--- src/sv/tcgm_pkg.sv ---
// Shared types, constants and tables of the track-cluster gated match unit.
package tcgm_pkg;

  localparam int MAX_CLUSTERS = 256;
  localparam int IDX_W        = $clog2(MAX_CLUSTERS);
  localparam int CNT_W        = IDX_W + 1;

  // Configuration register indexes
  localparam logic [2:0] CFG_CALO_RADIUS    = 3'd0;
  localparam logic [2:0] CFG_PHI_WINDOW     = 3'd1;
  localparam logic [2:0] CFG_Z_WINDOW       = 3'd2;
  localparam logic [2:0] CFG_ENERGY_FLOOR   = 3'd3;
  localparam logic [2:0] CFG_MOMENTUM_FLOOR = 3'd4;

  // Request command codes
  localparam logic [1:0] CMD_CLEAR = 2'd0;
  localparam logic [1:0] CMD_LOAD  = 2'd1;
  localparam logic [1:0] CMD_MATCH = 2'd2;

  typedef enum logic [1:0] {
    OP_CLEAR = 2'd0,
    OP_LOAD  = 2'd1,
    OP_MATCH = 2'd2
  } op_e;

  // Classified request as held in the queue
  typedef struct packed {
    op_e                op;
    logic signed [15:0] x;
    logic signed [15:0] y;
    logic signed [15:0] z;
    logic [15:0]        energy;
    logic [15:0]        momentum;
  } item_t;

  // atan(2^-i) in binary angle units pi/32768
  function automatic logic [15:0] atan_lut(input logic [3:0] i);
    logic [15:0] v;
    case (i)
      4'd0:    v = 16'd8192;
      4'd1:    v = 16'd4836;
      4'd2:    v = 16'd2555;
      4'd3:    v = 16'd1297;
      4'd4:    v = 16'd651;
      4'd5:    v = 16'd326;
      4'd6:    v = 16'd163;
      4'd7:    v = 16'd81;
      4'd8:    v = 16'd41;
      4'd9:    v = 16'd20;
      4'd10:   v = 16'd10;
      4'd11:   v = 16'd5;
      4'd12:   v = 16'd3;
      4'd13:   v = 16'd1;
      4'd14:   v = 16'd1;
      default: v = 16'd0;
    endcase
    return v;
  endfunction

endpackage

--- src/sv/tcgm_if.sv ---
// Request and result channel interfaces.
interface tcgm_in_if;
  logic               valid;
  logic               ready;
  logic [1:0]         cmd;
  logic signed [15:0] pos_x;
  logic signed [15:0] pos_y;
  logic signed [15:0] pos_z;
  logic [15:0]        energy;
  logic [15:0]        momentum;
  modport source(output valid, cmd, pos_x, pos_y, pos_z, energy, momentum, input ready);
  modport sink(input valid, cmd, pos_x, pos_y, pos_z, energy, momentum, output ready);
endinterface


--- src/sv/tcgm_front.sv ---
// Front end: accepts requests, decodes the command and queues them for the back end.
module tcgm_front import tcgm_pkg::*; (
  input  logic   clk_i,
  input  logic   rst_ni,
  tcgm_in_if.sink in_ch,
  input  logic   pop_i,
  output logic   item_valid_o,
  output item_t  item_o
);

  item_t      fifo_q [2];
  logic       wr_ptr_q, wr_ptr_d;
  logic       rd_ptr_q, rd_ptr_d;
  logic [1:0] cnt_q, cnt_d;
  logic       accept, push, pop;
  item_t      cls;

  assign in_ch.ready  = (cnt_q != 2'd2);
  assign accept       = in_ch.valid && in_ch.ready;
  assign item_valid_o = (cnt_q != 2'd0);
  assign item_o       = fifo_q[rd_ptr_q];
  assign pop          = pop_i && item_valid_o;

  // Decode; the unused command code is accepted and dropped
  always_comb begin
    cls.x        = in_ch.pos_x;
    cls.y        = in_ch.pos_y;
    cls.z        = in_ch.pos_z;
    cls.energy   = in_ch.energy;
    cls.momentum = in_ch.momentum;
    push         = accept;
    case (in_ch.cmd)
      CMD_CLEAR: cls.op = OP_CLEAR;
      CMD_LOAD:  cls.op = OP_LOAD;
      CMD_MATCH: cls.op = OP_MATCH;
      default: begin
        cls.op = OP_CLEAR;
        push   = 1'b0;
      end
    endcase
  end

  // Queue pointers
  always_comb begin
    wr_ptr_d = wr_ptr_q ^ push;
    rd_ptr_d = rd_ptr_q ^ pop;
    cnt_d    = cnt_q + {1'b0, push} - {1'b0, pop};
  end

  always_ff @(posedge clk_i or negedge rst_ni) begin
    if (!rst_ni) begin
      wr_ptr_q <= 1'b0;
      rd_ptr_q <= 1'b0;
      cnt_q    <= 2'd0;
    end else begin
      wr_ptr_q <= wr_ptr_d;
      rd_ptr_q <= rd_ptr_d;
      cnt_q    <= cnt_d;
    end
  end

  always_ff @(posedge clk_i) begin
    if (push) begin
      fifo_q[wr_ptr_q] <= cls;
    end
  end

endmodule

--- src/flat_wrapper.sv ---
// flat-port wrapper written by rule: the top's interface ports become plain ports
module tcgm_front_flat import tcgm_pkg::*;
  (clk_i, rst_ni, pop_i, item_valid_o, item_o, in_ch_valid, in_ch_cmd, in_ch_pos_x, in_ch_pos_y, in_ch_pos_z, in_ch_energy, in_ch_momentum, in_ch_ready);
  tcgm_in_if in_ch_i ();
  input  logic clk_i;
  input  logic rst_ni;
  input  logic pop_i;
  output logic item_valid_o;
  output item_t item_o;
  input wire logic [$bits(in_ch_i.valid)-1:0] in_ch_valid;
  input wire logic [$bits(in_ch_i.cmd)-1:0] in_ch_cmd;
  input wire logic [$bits(in_ch_i.pos_x)-1:0] in_ch_pos_x;
  input wire logic [$bits(in_ch_i.pos_y)-1:0] in_ch_pos_y;
  input wire logic [$bits(in_ch_i.pos_z)-1:0] in_ch_pos_z;
  input wire logic [$bits(in_ch_i.energy)-1:0] in_ch_energy;
  input wire logic [$bits(in_ch_i.momentum)-1:0] in_ch_momentum;
  output wire logic [$bits(in_ch_i.ready)-1:0] in_ch_ready;
  assign in_ch_i.valid = in_ch_valid;
  assign in_ch_i.cmd = in_ch_cmd;
  assign in_ch_i.pos_x = in_ch_pos_x;
  assign in_ch_i.pos_y = in_ch_pos_y;
  assign in_ch_i.pos_z = in_ch_pos_z;
  assign in_ch_i.energy = in_ch_energy;
  assign in_ch_i.momentum = in_ch_momentum;
  assign in_ch_ready = in_ch_i.ready;
  tcgm_front u_core (.clk_i(clk_i), .rst_ni(rst_ni), .in_ch(in_ch_i), .pop_i(pop_i), .item_valid_o(item_valid_o), .item_o(item_o));
endmodule
--- config.mk ---
export PLATFORM = sky130hd
export DESIGN_NAME = tcgm_front_flat
export DESIGN_NICKNAME = d
export VERILOG_FILES = /design/src/sv/tcgm_pkg.sv /design/src/sv/tcgm_if.sv /design/src/sv/tcgm_front.sv /design/src/flat_wrapper.sv
export SDC_FILE = /design/constraint.sdc
export NUM_CORES = 1
export LEC_CHECK = 0
export ABC_CLOCK_PERIOD_IN_PS = 6400
export BUFFER_PORTS_ARGS = -buffer_cell sky130_fd_sc_hd__buf_4
export CAP_MARGIN = 20
export CORE_UTILIZATION = 56
export CTS_CLUSTER_SIZE = 8
export DETAILED_ROUTE_END_ITERATION = 10
export GPL_TIMING_DRIVEN = 0
export PLACE_DENSITY = 0.82
export SYNTH_ARGS = -nofsm -noshare
export SYNTH_HDL_FRONTEND = slang
export SYNTH_SLANG_ARGS = --single-unit
--- constraint.sdc ---
create_clock -name clk_i -period 6.4 [get_ports clk_i]
set_clock_uncertainty 0.05 [all_clocks]
set_input_delay 0.96 -clock clk_i [delete_from_list [all_inputs] [get_ports clk_i]]
set_output_delay 0.96 -clock clk_i [all_outputs]
set_load 0.005 [all_outputs]
== After elaboration in Yosys (flattened, before gate mapping) ==
Memory sizes are Yosys's and may differ from the RTL's.
Cells that the tools add are included.
W data, S select, Z words.

* $add $sub $neg: 2
* Equality and inequality tests: 3
* Reduce and logical (&&, ||, !) cells: 5
* Bitwise gates (word level): 2
* Muxes and demuxes: 4

{| class="wikitable"
|+ Operators with widths
! cell !! number
|-
| $pmux W2 S2 || 1
|-
| $mux W1 || 3
|-
| $reduce_or A3 Y1 || 1
|-
| $add A2 B1 Y2 || 1
|-
| $eq A2 B1 Y1 const B || 1
|-
| $eq A2 B2 Y1 const B || 1
|-
| $logic_and A1 B1 Y1 || 2
|-
| $logic_not A2 Y1 || 1
|-
| $ne A2 B2 Y1 const B || 1
|-
| $reduce_bool A2 Y1 || 1
|-
| $sub A2 B1 Y2 || 1
|-
| $xor A1 B1 Y1 || 2
|}

* Output and inout port bits: 84
* Bits in writable memories: 164
* Word-level logic and storage cells: 20
* Memories: 1
* Register bits: 4

{| class="wikitable"
|+ Memory list
! name !! depth !! bits a word !! read ports !! clocked after memory_dff !! wr ports !! RTL line !! RTL
|-
| u_core.fifo_q || 2 || 82 || 1 || 0 || 1 || tcgm_front.sv:11 || <nowiki>item_t fifo_q [2];</nowiki>
|}

== Logic depth before layout (Yosys ltp) ==
Gate-level depths: netlist of the first run.

* Depth in word-level cells: 5
* Depth in mapped cells: 5

== Least setup slack after synthesis of the first run ==
OpenSTA, ideal clock, no wires.

* Kind: input -> register
* Start point: input in_ch_valid
* End point: memory u_core.fifo_q[0][0] (netlist bit), enable pin
* Path buffers: 0
* Stages: 3
* Arrival: 3.344 ns
* Slack: 2.556 ns
* Cell sequence: a21boi_0 > and2_1 > ha_1

* Longest elaborated chain between the ends: 4

{| class="wikitable"
|+ RTL lines
! what !! RTL line !! RTL
|-
| from (decl) || flat_wrapper.sv:10 || <nowiki>input wire logic [$bits(in_ch_i.valid)-1:0] in_ch_valid;</nowiki>
|-
| $logic_and A1 B1 Y1 || tcgm_front.sv:19 || <nowiki>assign accept = in_ch.valid && in_ch.ready;</nowiki>
|-
| $mux W1 || tcgm_front.sv:32 || <nowiki>case (in_ch.cmd)</nowiki>
|-
| $mux W1 || tcgm_front.sv:63 || <nowiki>if (push) begin</nowiki>
|-
| $mux W1 (implied by the code) || tcgm_front.sv:64 || <nowiki>fifo_q[wr_ptr_q] <= cls;</nowiki>
|-
| to (decl) || tcgm_front.sv:11 ||
|}

No other way between the ends.

==> reports/qor.txt, run 1 <==
status: finished, final reports clean
XOR/XNOR share of the synthesized area: 0.5392%
# resized after CTS: 0
Hold Vio Cnt, Final: 0
simple-gate share of the synthesized area: 0.7895%
critical path arrival: 1610 ps
Worst R2R End: u_core.fifo_q[0][39]
CTS tree: yes
Clock transition at path regs: 60 ps
grt ovf: 0
flops & latches, synth: 168
adder-cell area share of the yosys netlist: 0.3851%
Worst Setup End Kind: primary output
unrepaired setup endpoints after global routing: no
largest family of logic cells by synthesized area: multiplexers
clock power share: 26.0%
WP data required: 5390 ps
Achievable Freq: 381.1 MHz
final wirelength: 11240 um
Max VDD drop: 0.3074 mV
pin count of the biggest net entering global routing: 46
CTS H-Tree Depth: 4
routability cong.: 0.6926
leakage power: 0.003429 uW
Routed Antenna Nets: 0
drt pass-1 iters: 4
crit share post-route: 41.00%
syn avg cell area: 23.46 sq um
Mapped Cells: 277
core area: 11080 sq um
post-synthesis mux area share: 18.26%
Sequential Power Share: 40.3%
Area growth, synth to finish: 31.87%
mapped cell area: 6497 sq um
postcts setup bufs: 0
initial antenna violation count: 0
Compound-Gate Fraction of Synth Area: 0.1155%
post-placement cell count: 588
I/O pin cnt: 170
Die Wd: 109.7 um
via count: 3154
Worst-Margin Slew: 592.2 ps
clock tree buffer depth: 2
port buffer count: 169
Total Routing Usage GR: 19.15%
switching fraction of total power: 25.28%
combinational cell fraction of total power: 33.6%
fill count: 633
Layout Nets: 555
CTS Hold Buffers Added: 0
post-route setup TNS: 0 ps
worst skew pair latency: 410 ps
Netlist cell types: 18
die area: 12040 sq um
pwr/cell area: 432.5 nW/um^2
num rows: 38
Crit Reg-Reg Startpoint: u_core.cnt_q[0]
relative slew slack: 60.52%
Num CTS Buffers: 17
CTS root buf: clkbuf_16
ant diodes: 0
layout cells sized above 1: 60.62%
CTS Sinks: 168
final setup fails: 0
WS Path Type: flip-flop to primary output
first-pass GRT wire length: 16240 um
Internal Power: 2769 uW
post-layout min period: 2624 ps
max-cap viol count: 0
Avg WL per Cell: 18.12 um
Switching Power: 936.9 uW
Iter 0 DRT Violations: 108
CP Launch Type: flip-flop
vias in the first global route: 3274
post-detail-place hpwl: 7723 um
critical-path maximum fanout: 10
r2r setup slk: 4370 ps
Starting Density: 58.65%
worst hold path type: primary input to async pin
Final Slew Violations: 0
Ys Warns: 0
final cell count without fillers: 620
Residual DRC: 0
post-synthesis sequential area ratio: 77.33%
Net Count, Synth: 365
DIE HEIGHT: 109.7 um
Vias per Instance: 5.087
cells on worst reg2reg path: 4
==> worst max-delay path, cell delays in order, from the launching register on <==
cell and delay [ps]:
dfrtp_1 350, buf_6 220, buf_12 180, mux2_4 310
buf_4 140
==> per-stage QoR <==
| stage | power, uW | utilization [%] | hold slack [ps] | instance area, sq um | setup slack, ps |
|---|---|---|---|---|---|
| 6_report | 3706 | 77.34 | 285.6 | 8568 | 3776 |
| 3_5_place_dp | 2783 | 72.27 | 596.7 | 8006 | 3501 |
| 2_1_floorplan | 2266 | - | 522.8 | 6497 | 2556 |
| 3_3_place_gp | 2745 | 71.69 | 542.8 | 7941 | 1411 |
| 5_1_grt | 3853 | 77.34 | 272.4 | 8568 | 3710 |
| 4_1_cts | 3744 | 77.34 | 272.3 | 8568 | 3744 |
==> registers in the layout, summed over array words and instances (netlist names) <==
register,count
u_core.cnt_q,2
u_core.fifo_q,164
u_core.rd_ptr_q,1
u_core.wr_ptr_q,1
==> power groups by stage <==
| stage | Clock [uW] | Sequential [uW] | Combinational, uW |
|---|---|---|---|
| final | 965 | 1490 | 1250 |
| after floorplan | 0 | 1510 | 752 |
| after global routing | 1010 | 1510 | 1330 |
| after global placement | 0 | 1530 | 1220 |
| after detailed placement | 0 | 1520 | 1270 |
| after CTS | 979 | 1500 | 1270 |
==> layer usage <==
| layer | track usage (%) | vias to the layer above | share of wire [%] |
|---|---|---|---|
| met5 | 0 | - | 0 |
| met4 | 9.619 | 0 | 1.9 |
| met3 | 5.631 | 17 | 7.5 |
| met2 | 34.05 | 136 | 52 |
| met1 | 20.78 | 1529 | 38 |
| li1 | - | 1472 | - |
==> cells by family (layout without fill, tap and decap cells) <==
kind of cell	count (synthesis)	after routing
DFF	168	168
adders and majority gates	2	2
and+or+nand+nor	8	8
xor gates and xnor gates	4	4
AOI/OAI and AO/OA	1	1
buffers and inverters	12	215
muxes	82	82
==> cell usage in the layout (no fill, tap or decap) <==
| cell type | n |
|---|---|
| xor2_1 | 2 |
| and2_1 | 2 |
| dfrtp_1 | 4 |
| buf_4 | 169 |
| buf_12 | 8 |
| a21boi_0 | 1 |
| clkinv_4 | 3 |
| inv_1 | 3 |
| mux2_2 | 12 |
| mux2_4 | 70 |
| buf_2 | 1 |
| clkinv_2 | 3 |
| clkbuf_16 | 17 |
| buf_16 | 1 |
| bufinv_16 | 2 |
| clkinv_1 | 3 |
| clkbuf_1 | 2 |
| and3_4 | 1 |
| clkinvlp_4 | 1 |
| edfxtp_1 | 164 |
| ha_4 | 1 |
| nand2b_1 | 1 |
| or2_1 | 1 |
| xnor2_1 | 2 |
| inv_6 | 1 |
| buf_6 | 1 |
| ha_1 | 1 |
| nor2b_1 | 2 |
| nand3b_1 | 1 |
==> cell usage after synthesis <==
cell type	instances	area [sq um]
buf_12	7	140.1
inv_1	3	11.26
mux2_4	70	1051
nand2b_1	1	6.260
buf_2	1	5.000
dfrtp_1	4	100.1
or2_1	1	6.260
mux2_2	12	135.1
buf_6	1	11.26
xor2_1	2	17.52
and3_1	1	6.260
ha_1	2	25.02
a21boi_0	1	7.510
nand3b_1	1	7.510
xnor2_1	2	17.52
and2_1	2	12.51
edfxtp_1	164	4925
nor2b_1	2	12.51
==> layout make-up <==
type                    instances  area (sq um)  share of cell area [%]
clock inverters                13         128.9                   1.504
multi-input cells              97          1323                   15.44
plain buffers                   9         156.4                   1.825
inverters                       3         11.26                  0.1314
repair buffers                171          1316                   15.36
flip-flops and latches        168          5025                   58.64
clock buffers                  19         432.9                   5.053
well taps                     140         175.2                   2.044
==> how the worst max path moves through the flow <==
stage	cells past startpoint	slack, ps	end	startpoint
4_1_cts	4	3740	item_o[6]	u_core.rd_ptr_q
6_report	4	3780	item_o[6]	u_core.rd_ptr_q
3_5_place_dp	5	3500	u_core.fifo_q[0][4]	in_ch_cmd[1]
2_1_floorplan	3	2560	u_core.fifo_q[0][0]	in_ch_valid
5_1_grt	4	3710	item_o[40]	u_core.rd_ptr_q
3_3_place_gp	4	1410	u_core.fifo_q[0][2]	in_ch_cmd[1]
Power figures use the tool's default switching activity.
==> run 2: changes to the inputs <==
Settings changed: ABC_AREA from default to 1, ABC_CLOCK_PERIOD_IN_PS 6400 to 2600, CORE_UTILIZATION 56 to 52, PLACE_DENSITY 0.82 to 0.77.
Clock period 6.4 ns to 2.6 ns, I/O delays scaled along.
==> run 2 against run 1 <==
The flow now finishes with violations (design-rule violations). Critical path depth grew 3. Register-to-register slack got worse by 4100 ps. Wire length grew 12%. Combinational power rose by 140%. Clock power rose to 2.6 times the previous value. Sequential cell count did not move. Final cell count rose by 31%. Worst hold slack worse by 180 ps. Synthesized cell count up 69%. Critical path type is now flip-flop to flip-flop. Power rose by 150%. First-iteration DRC count increased by 110%. Sequential power increased by 140%.
==> reports/qor.txt, run 2 <==
status: complete, but fails checks
failing checks: design-rule violations
Net Count, Synth: 555
I/O pin cnt: 170
Max VDD drop: 0.6737 mV
flops & latches, synth: 168
met3 routed WL: 723 um
Largest register FFs: 164
post-synthesis sequential area ratio: 80.32%
Routed Antenna Nets: 0
postcts setup bufs: 0
Final Slew Violations: 0
Top Registers: u_core.fifo_q (164), u_core.cnt_q (2)
DIE HEIGHT: 111.7 um
initial antenna violation count: 0
WP data required: 2660 ps
CTS H-Tree Depth: 4
WS Path Type: flip-flop to flip-flop
Avg WL per Cell: 15.42 um
core area: 11560 sq um
post-synthesis mux area share: 0%
largest family of logic cells by synthesized area: simple AND/OR/NAND/NOR gates
drt pass-1 iters: 9
syn avg cell area: 13.40 sq um
port buffer count: 169
die area: 12470 sq um
Area growth, synth to finish: 34.24%
final wirelength: 12570 um
leakage power: 0.003636 uW
Hold Vio Cnt, Final: 0
post-layout min period: 2285 ps
crit share post-route: 87.87%
routability cong.: 0.7046
vias in the first global route: 4021
Biggest register: u_core.fifo_q
first-pass GRT wire length: 19510 um
ant diodes: 0
Mapped Cells: 467
Die Wd: 111.7 um
CTS root buf: clkbuf_16
Top FF cell, synth: edfxtp_1
critical path arrival: 2350 ps
pwr/cell area: 1098 nW/um^2
Netlist cell types: 13
max-cap viol count: 0
CP Launch Type: flip-flop
clock tree buffer depth: 2
grt ovf: 0
Clock transition at path regs: 60 ps
Achievable Freq: 437.7 MHz
post-synth top area cell: edfxtp_1
post-placement cell count: 782
Total Routing Usage GR: 20.87%
Place WS: -17.02 ps
XOR/XNOR share of the synthesized area: 0.1400%
Worst Setup End Kind: flip-flop
Residual DRC: 9
commonest non-fill, non-tap cells in the layout: nand2_1 (259), buf_4 (172), edfxtp_1 (164)
unrepaired setup endpoints after global routing: no
num rows: 39
most common cell after layout, fill and taps aside: nand2_1
synth cell count leaders: nand2_1 (259), edfxtp_1 (164), inv_1 (12)
critical-path maximum fanout: 31
fill count: 813
largest cells by area after synthesis: edfxtp_1 (79%), nand2_1 (16%), dfrtp_1 (1.6%), buf_6 (1.4%), inv_1 (0.72%)
Ys Warns: 0
Iter 0 DRT Violations: 229
PnR worst setup slack: 315.4 ps
Worst-Margin Slew: 733.0 ps
area of the multi-input gates: 1065 sq um
Layout Nets: 748
FFs w/ async S/R, synth: 2.381%
CTS Sinks: 168
simple-gate share of the synthesized area: 16.06%
layout cells sized above 1: 32.59%
Vias per Instance: 4.909
top cell type's share of synthesized area: 78.72%
DR top layer: met4
adder-cell area share of the yosys netlist: 0.4000%
final setup fails: 0
post-detail-place hpwl: 8297 um
CTS tree: yes
Num CTS Buffers: 17
M1 WL: 4971 um
worst hold path type: primary input to flip-flop
count leader, synth: nand2_1
number of synthesized flops with an enable pin: 164
pin count of the biggest net entering global routing: 50
worst skew pair latency: 410 ps
met2 WL: 6550 um
via count: 4001
final cell count without fillers: 815
Starting Density: 54.09%
Compound-Gate Fraction of Synth Area: 0%
mapped cell area: 6256 sq um
relative slew slack: 51.08%
Register Area: 5025 sq um
## run 2: changes by cell type after synthesis, moves of 3 or more
cell	previous run	this run
nor2_1	0	4
buf_6	1	8
inv_1	3	12
buf_12	7	0
mux2_4	70	0
mux2_2	12	0
nand2_1	0	259
buf_2	1	7
buf_4	0	3
## run 2: report_power, final
| group | leakage [uW] | total [uW] | internal (uW) | switching, uW |
|---|---|---|---|---|
| combinational | 0.00179 | 3050 | 1410 | 1650 |
| clock | 0.000287 | 2520 | 1580 | 937 |
| sequential | 0.00156 | 3650 | 3540 | 111 |
## run 2: final timing paths
path / cells past startpoint / to / slack (ps) / startpoint
min reg2reg: 4 / u_core.cnt_q[1] / 630 / u_core.cnt_q[1]
min: 1 / u_core.fifo_q[0][37] / 110 / in_ch_pos_z[5]
max in group asynchronous: 2 / u_core.cnt_q[0] / 2130 / rst_ni
min in group asynchronous: 2 / u_core.wr_ptr_q / 260 / rst_ni
max: 7 / u_core.fifo_q[1][30] / 320 / u_core.cnt_q[1]
max reg2reg: 7 / u_core.fifo_q[1][30] / 320 / u_core.cnt_q[1]
## run 2: worst max-delay path: stages, from the launching register on
cell	delay, ps
dfrtp_1	390
inv_1	100
nor2_1	60
nor2_2	220
inv_1	170
nor2_4	460
buf_12	290
buf_12	220
## run 2: cells by family (layout without fill, tap and decap cells)
| family | after synthesis | after routing |
|---|---|---|
| adder cells (fa/ha/maj) | 2 | 2 |
| XOR/XNOR | 1 | 1 |
| AND/OR/NAND/NOR | 266 | 267 |
| buffers and inverters | 30 | 234 |
| flip-flops | 168 | 168 |
## run 2: area by class of cell
type,count,area share (%)
clock inverter,12,1.877
tap,143,2.131
clock buffer,19,5.155
timing repair buffer,173,16.03
sequential,168,59.83
buffer,18,1.758
multi-input combinational,270,12.68
inverter,12,0.5364
## run 2: per-stage QoR
stage / total power, uW / utilization, % / TNS, ps / hold slack (ps) / area (sq um)
floorplan: 5151 / - / 0 / 44.41 / 6266
global placement: 6627 / 66.70 / -77520 / 138.2 / 7714
detailed placement: 6785 / 67.37 / -407.7 / 142.1 / 7791
CTS: 9310 / 72.56 / 0 / 84.71 / 8392
global route: 9698 / 72.62 / 0 / 85.91 / 8398
finish: 9224 / 72.62 / 0 / 105.9 / 8398
## run 2: routing by layer
metal  GRT usage, %  vias up
met3          5.716       24
met4          10.27        0
met1          24.51     1897
li1               -     1953
met5              0        -
met2          35.53      127
## run 2: repair_timing
item	4_1_cts	5_1_grt
endpoints found under the hold margin	4	0
gates resized for setup	0	0
hold buffers	1	0
endpoints found under the setup margin	0	4
==> run 3: changes to the inputs <==
Settings changed: CELL_PAD_IN_SITES_DETAIL_PLACEMENT from default to 0, CELL_PAD_IN_SITES_GLOBAL_PLACEMENT from default to 2, CORE_UTILIZATION 52 to 34, PLACE_DENSITY 0.77 to 0.76.
==> run 3 against run 2 <==
The flow now finishes without violations. Design area is 1.4% higher. Highest routed layer unchanged. Critical path depth stayed put. Largest cell class unchanged. Register-to-register slack gained 160 ps. Via count shrank 1.1%. Power hardly changed. Final cell count up 11%. Sequential power hardly changed. Setup slack gained 160 ps.
==> reports/qor.txt, run 3 (synthesis gave the netlist of run 2 again) <==
status: finished, final reports clean
Iter 0 DRT Violations: 202
Util after Layout: 47.26%
Biggest register: u_core.fifo_q
I/O pin cnt: 170
ant diodes: 0
postcts setup bufs: 0
Vias per Instance: 4.393
first-pass GRT wire length: 19350 um
via count: 3958
Hold Vio Cnt, Final: 0
post-placement cell count: 869
worst skew pair latency: 410 ps
Largest register FFs: 164
Max VDD drop: 0.4603 mV
design area: 8518 sq um
slowest stage cell on the critical path: nor2_4
Post-DP Area: 7926 sq um
pin count of the biggest net entering global routing: 50
routability cong.: 0.6908
post-layout min period: 2127 ps
Final Slew Violations: 0
Area growth, synth to finish: 36.16%
DIE HEIGHT: 137.6 um
max-cap viol count: 0
Num CTS Buffers: 17
initial antenna violation count: 0
Worst-Margin Slew: 556.3 ps
Worst Hold Slack: 103.7 ps
die area: 18950 sq um
most common cell after layout, fill and taps aside: nand2_1
WP buf/inv: 4
Die Wd: 137.6 um
core area: 18020 sq um
Tot Pwr: 9229 uW
Routed Antenna Nets: 0
CTS Sinks: 168
fill count: 1681
post-detail-place hpwl: 8821 um
Clock transition at path regs: 60 ps
Layout Nets: 748
drt pass-1 iters: 6
Avg WL per Cell: 14.68 um
Total Routing Usage GR: 14.07%
Max stage delay on crit path: 410 ps
vias in the first global route: 3750
Achievable Freq: 470.2 MHz
Worst Setup End Kind: flip-flop
CP Launch Type: flip-flop
worst hold path type: primary input to flip-flop
WS Path Type: flip-flop to flip-flop
critical-path maximum fanout: 29
Top Registers: u_core.fifo_q (164), u_core.cnt_q (2)
final cell count without fillers: 901
critical path arrival: 2190 ps
port buffer count: 169
Starting Density: 34.71%
grt ovf: 0
clock tree buffer depth: 2
commonest non-fill, non-tap cells in the layout: nand2_1 (259), buf_4 (172), edfxtp_1 (164)
num rows: 49
unrepaired setup endpoints after global routing: no
final setup fails: 0
crit-path cells: inv_1 > nor2_1 > nor2_2 > inv_1 > nor2_4 > buf_12 > buf_12
CTS H-Tree Depth: 4
# resized after CTS: 0
relative slew slack: 62.91%
Residual DRC: 0
CTS root buf: clkbuf_16
family with the most delay on the worst path: buffers and inverters
CTS Hold Buffers Added: 1
layout cells sized above 1: 33.04%
CTS tree: yes
final wirelength: 13230 um
pwr/cell area: 1083 nW/um^2
crit share post-route: 81.80%
WP data required: 2660 ps
leakage power: 0.003650 uW
## run 3: cell count changes in the layout (fill, tap and decap cells not counted), sizes merged
| cell | change |
|---|---|
| nor2 | -1 |
| buf | +1 |
| clkinvlp | -1 |
| inv | +3 |
| clkbuf | -1 |
| bufinv | -1 |
## run 3: stage by stage
stage               TNS [ps]  setup slack (ps)
floorplan                  0             187.8
global placement      -98610            -744.5
detailed placement         0             318.1
CTS                        0             418.4
global route               0             250.8
finish                     0             473.3
## run 3: worst register-to-register path, cell delays in order (launching register included)
cell	delay, ps
dfrtp_1	390
inv_1	90
nor2_1	60
nor2_2	210
inv_1	120
nor2_4	410
buf_12	250
buf_12	230
## run 3: final cells by class
type                    instances  area (sq um)  share of cell area, %
plain buffers                  18         147.6                  1.733
clock buffers                  18         429.2                  5.038
clock inverters                13         152.6                  1.792
inverters                      12         45.04                 0.5288
multi-input cells             269          1059                  12.43
flip-flops and latches        168          5025                  58.99
well taps                     229         286.5                  3.364
repair buffers                174          1374                  16.13
## run 3: report_power, final
| group | internal (uW) | total [uW] | switching (uW) | leakage [uW] |
|---|---|---|---|---|
| combinational | 1430 | 3090 | 1670 | 0.00180 |
| sequential | 3540 | 3640 | 107 | 0.00156 |
| clock | 1500 | 2490 | 989 | 0.000290 |
## run 3: path summary, 6_finish.rpt
kind                                    from              endpoint  slack (ps)  depth (start not counted)
max                          u_core.cnt_q[1]  u_core.fifo_q[1][62]         470                          7
min                        in_ch_momentum[8]   u_core.fifo_q[0][8]         100                          1
max reg2reg                  u_core.cnt_q[1]  u_core.fifo_q[1][62]         470                          7
min reg2reg                  u_core.cnt_q[1]       u_core.cnt_q[1]         600                          4
max in group asynchronous             rst_ni       u_core.cnt_q[0]        2150                          2
min in group asynchronous             rst_ni       u_core.cnt_q[1]         250                          2
## run 3: routing by layer
layer  share of wire (%)  vias up  global-route usage (%)
li1                    -     1948                       -
met1                  42     1875                   17.37
met5                   0        -                       0
met3                 7.2       13                   4.673
met4                 1.4        0                   6.227
met2                  49      122                   22.39
